`src/vhnt_pkg.sv`:
```
// Shared types, constants and helpers for the voxel hull neighbor tracker.
// No dependencies; the step unit and the top level import this package.
package vhnt_pkg;

   localparam int COORD_W = 5;
   localparam int CELL_W  = 4;
   localparam int ADDR_W  = 3 * COORD_W;

   // grid size per axis, compared against coordinates zero-extended to 8 bits
   localparam logic [7:0] DIM_X = 8'd30;
   localparam logic [7:0] DIM_Y = 8'd30;
   localparam logic [7:0] DIM_Z = 8'd30;

   localparam logic [2:0] FULL_CNT = 3'd6;
   localparam logic [2:0] HULL_CNT = 3'd5;
   localparam logic [2:0] LAST_NBR = 3'd5;

   typedef logic [COORD_W-1:0] coord_type;
   typedef logic [CELL_W-1:0]  cell_type;
   typedef logic [ADDR_W-1:0]  addr_type;

   typedef enum logic [1:0] {
      FUNC_ADD    = 2'd0,
      FUNC_REMOVE = 2'd1,
      FUNC_QUERY  = 2'd2,
      FUNC_NOP    = 2'd3
   } func_type;

   typedef enum logic [1:0] {
      KIND_HULL  = 2'd0,
      KIND_OBSC  = 2'd1,
      KIND_QUERY = 2'd2,
      KIND_DONE  = 2'd3
   } kind_type;

   typedef enum logic [1:0] {
      STAT_OK      = 2'd0,
      STAT_ALREADY = 2'd1,
      STAT_NOT_SET = 2'd2,
      STAT_RANGE   = 2'd3
   } status_type;

   // neighbor coordinate from the shared step unit
   typedef struct packed {
      logic      in_grid;
      coord_type x;
      coord_type y;
      coord_type z;
   } nbr_type;

   // neighbor cell update from the shared step unit
   typedef struct packed {
      cell_type new_cell;
      logic     report;
      kind_type kind;
   } upd_type;

   function automatic addr_type cell_addr(coord_type x, coord_type y, coord_type z);
      return {z, y, x};
   endfunction

endpackage

```
`src/vhnt_step_unit.sv`:
```
// Shared step unit: neighbor coordinate for one face and the count update
// of that neighbor's cell. Depends on vhnt_pkg.
module vhnt_step_unit
   import vhnt_pkg::*;
(
   input  coord_type  base_x,
   input  coord_type  base_y,
   input  coord_type  base_z,
   input  logic [2:0] nbr_idx,
   input  logic       adding,
   input  cell_type   cell_in,
   output nbr_type    nbr,
   output upd_type    upd
);

   logic [7:0] ext_x;
   logic [7:0] ext_y;
   logic [7:0] ext_z;
   logic [2:0] cnt;
   logic [2:0] cnt_new;
   logic       is_set;

   assign ext_x = {3'b000, base_x};
   assign ext_y = {3'b000, base_y};
   assign ext_z = {3'b000, base_z};

   // face order: +x, -x, +y, -y, +z, -z
   always_comb begin
      nbr.in_grid = 1'b0;
      nbr.x       = base_x;
      nbr.y       = base_y;
      nbr.z       = base_z;
      unique case (nbr_idx)
         3'd0: begin
            nbr.in_grid = (ext_x + 8'd1) < DIM_X;
            nbr.x       = base_x + 5'd1;
         end
         3'd1: begin
            nbr.in_grid = (base_x != '0);
            nbr.x       = base_x - 5'd1;
         end
         3'd2: begin
            nbr.in_grid = (ext_y + 8'd1) < DIM_Y;
            nbr.y       = base_y + 5'd1;
         end
         3'd3: begin
            nbr.in_grid = (base_y != '0);
            nbr.y       = base_y - 5'd1;
         end
         3'd4: begin
            nbr.in_grid = (ext_z + 8'd1) < DIM_Z;
            nbr.z       = base_z + 5'd1;
         end
         3'd5: begin
            nbr.in_grid = (base_z != '0);
            nbr.z       = base_z - 5'd1;
         end
         default: begin
            nbr.in_grid = 1'b0;
         end
      endcase
   end

   // saturating count step, then report a set cell crossing the full mark
   always_comb begin
      cnt    = cell_in[2:0];
      is_set = cell_in[3];
      if (adding) begin
         cnt_new = (cnt < FULL_CNT) ? cnt + 3'd1 : FULL_CNT;
      end else begin
         cnt_new = (cnt != 3'd0) ? cnt - 3'd1 : 3'd0;
      end
      upd.new_cell = {is_set, cnt_new};
      upd.kind     = adding ? KIND_OBSC : KIND_HULL;
      upd.report   = is_set && (adding ? (cnt_new == FULL_CNT) : (cnt_new == HULL_CNT));
   end

endmodule

```
`config.mk`:
```
export PLATFORM = sky130hd
export DESIGN_NAME = vhnt_step_unit
export DESIGN_NICKNAME = d
export VERILOG_FILES = /design/src/vhnt_pkg.sv /design/src/vhnt_step_unit.sv
export SDC_FILE = /design/constraint.sdc
export NUM_CORES = 1
export LEC_CHECK = 0
export ABC_AREA = 1
export BUFFER_PORTS_ARGS = -buffer_cell sky130_fd_sc_hd__buf_2
export CORE_ASPECT_RATIO = 0.75
export CORE_UTILIZATION = 50
export DETAILED_ROUTE_END_ITERATION = 12
export GPL_TIMING_DRIVEN = 0
export PLACE_DENSITY = 0.93
export RECOVER_POWER = 25
export REMOVE_ABC_BUFFERS = 1
export SETUP_SLACK_MARGIN = 0.02
export SYNTH_ARGS = -nofsm -noshare
export SYNTH_HDL_FRONTEND = slang
export SYNTH_SLANG_ARGS = --single-unit
```
`constraint.sdc`:
```
create_clock -name vclk -period 1.8
set_input_delay 0.09 -clock vclk [all_inputs]
set_output_delay 0.09 -clock vclk [all_outputs]
set_load 0.02 [all_outputs]
```
==> results.sh <==
export IMPL_dieArea_um2=2400
export IMPL_diodes=0
export IMPL_critical_path_class="primary input to output port"
export IMPL_power_leakage_nw=0.834
export IMPL_yosys_area_top_type_share_pct=20.4
export IMPL_syn_to_final_growth_pct=28.3
export IMPL_crit_fanout=6
export IMPL_start_util_pct=53.8
export IMPL_fillers=186
export IMPL_synth_cell_type_count=25
export IMPL_min_period_ps=1670
export IMPL_die_h_um=42.7
export IMPL_cpMostUsedCell="buf_2"
export IMPL_grt_pass1_wl_mm=4.40
export IMPL_grt_ovfl_total=0
export IMPL_setup_viol=0
export IMPL_hold_depth=2
export IMPL_post_cts_buffers=0
export IMPL_yosysMostFrequentCell="nand2_1"
export IMPL_routed_wl_mm=2.74
export IMPL_crit_required_ps=1710
export IMPL_drt_iter0_drc=41
export IMPL_firstDrtPassIters=4
export IMPL_yosys_area_share_simple_pct=37.3
export IMPL_antenna_found_initial=0
export IMPL_syn_instance_count=194
export IMPL_grt_pass1_vias=1021
export IMPL_post_drt_wl_per_cell_um=10.5
export IMPL_ys_warn_count=0
export IMPL_port_buffers=45
export IMPL_synth_compound_area_share_pct=16.5
export IMPL_layout_drive_gt1_share_pct=24.6
export IMPL_cts_hold_buffers_added=0
export IMPL_ys_top_cells_by_area="ha_1, nand2_1, inv_1, nand3_1, xor2_1"
export IMPL_cp_start_kind="primary input"
export IMPL_p_per_area_nw_per_um2=287
export IMPL_core_area_um2=2050
export IMPL_post_dp_cell_area_um2=1340
export IMPL_clockBufferCount=0
export IMPL_regArea_um2=0
export IMPL_status="complete, no violations"
export IMPL_grt_usage_pct=21.6
export IMPL_grt_max_degree=8
export IMPL_dieWidth_um=56.2
export IMPL_dr_total_vias=1311
export IMPL_crit_slowest_cell="ha_4"
export IMPL_synth_adder_area_share_pct=25.9
export IMPL_synth_area_um2=1100
export IMPL_ant_nets=0
export IMPL_final_nets=282
export IMPL_yosys_area_top_type="ha_1"
export IMPL_maxCapViolations=0
export IMPL_rsz0062_at_grt="true"
export IMPL_fin_tns_setup_ps=0
export IMPL_hp_class="primary input to output port"
export IMPL_arrival_ps=1580
export IMPL_synth_xor_area_share_pct=6.36
export IMPL_worstPathCellList="buf_2 > inv_2 > nand2_2 > nor2_4 > ha_4 > a21oi_2 > nand3_1 > nand2_1 > xor2_1 > buf_2"
export IMPL_slew_violations=0
export IMPL_via_per_inst=5.04
export IMPL_drc=0
export IMPL_synth_cells_most_frequent="nand2_1, inv_1, nand3_1"
export IMPL_final_area_um2=1410
export IMPL_ys_seq_area_share_pct=0
export IMPL_fmax_mhz=598
export IMPL_holdWs_ps=445
export IMPL_syn_avg_cell_area_um2=5.68
export IMPL_hold_viol=0
export IMPL_gp_congestion=0.868
export IMPL_n_sequential_cell=0
export IMPL_max_stage_delay_ps=250
export IMPL_crit_path_end_kind="output port"
export IMPL_synthMuxAreaShare_pct=0
export IMPL_dp_hpwl_mm=2.22
export IMPL_synth_top_family_by_area="simple AND/OR/NAND/NOR gates"
export IMPL_pin_count=46
export IMPL_fin_crit_sh_pct=92.9
export IMPL_num_rows=14
export IMPL_ir_worst_vdd_mv=0.181
export IMPL_min_from="cell_in[3]"
export IMPL_min_to="upd[6]"
[power breakdown]
part / switching, mW / internal, mW
Clock: 0 / 0
Combinational: 0.255 / 0.150
Sequential: 0 / 0
[final cells by class]
type                            instances  area, um^2  area share, %
Inverter                               34         130           9.20
Multi-Input combinational cell        157        1030           73.2
Tap cell                               24        30.0           2.12
Timing Repair Buffer                   45         219           15.5
[per-stage QoR]
step | instances | power (mW) | util, % | setup slack [ps]
finish | 260 | 0.406 | 69.0 | 127
detailed placement | 260 | 0.381 | 65.1 | -70.9
CTS | 260 | 0.382 | 65.3 | 63.8
global placement | 260 | 0.371 | 65.1 | -37.8
floorplan | 191 | 0.251 | - | 174
global route | 260 | 0.450 | 69.0 | 5.45
[layout by cell type (no fill, tap or decap), types with 2 or more instances in the layout]
cell      instances
inv_1            31
xor2_1            7
ha_1             14
o21bai_1          4
buf_2            40
fa_1              3
o21ai_0           8
clkbuf_1          5
nand2_1          53
a31oi_1           3
nor2_4            3
inv_2             2
a21oi_2           4
a21oi_1           7
nor2_1           13
o21ai_2           2
nand3_1          22
ha_4              4
[worst max-delay path by stage]
stage / start / to / slack [ps] / depth (start not counted)
2_1_floorplan: nbr_idx[1] / nbr[14] / 170 / 8
3_3_place_gp: nbr_idx[1] / nbr[14] / -40 / 10
3_5_place_dp: nbr_idx[1] / nbr[14] / -70 / 10
4_1_cts: nbr_idx[1] / nbr[4] / 60 / 10
5_1_grt: nbr_idx[1] / nbr[14] / 5 / 10
6_report: nbr_idx[1] / nbr[14] / 130 / 10
[cells by family after synthesis]
group / after synthesis
AND/OR/NAND/NOR: 96
buffers and inverters: 37
AO/OA/AOI/OAI: 31
adder cells (fa/ha/maj): 21
XOR/XNOR: 8
other: 1
[critical path, delay by kind of cell]
family | cells | cell delay, ps
xor gates and xnor gates | 1 | 140
and+or+nand+nor | 4 | 570
adders and majority gates | 1 | 250
buffers and inverters | 3 | 370
AOI/OAI and AO/OA | 1 | 160
[repair_timing]
item | in CTS | in global routing
endpoints found under the setup margin | 1 | 6
pin swaps | 0 | 2
resized for setup | 1 | 12
[metal layers]
layer	global-route usage, %	wire, um	part of all wire, %
met1	33.8	1390	51
met2	35.2	1250	45
met3	0.305	77	2.8
met4	0	22	0.80
met5	0	0	0
(Power assumes the default switching activity.)
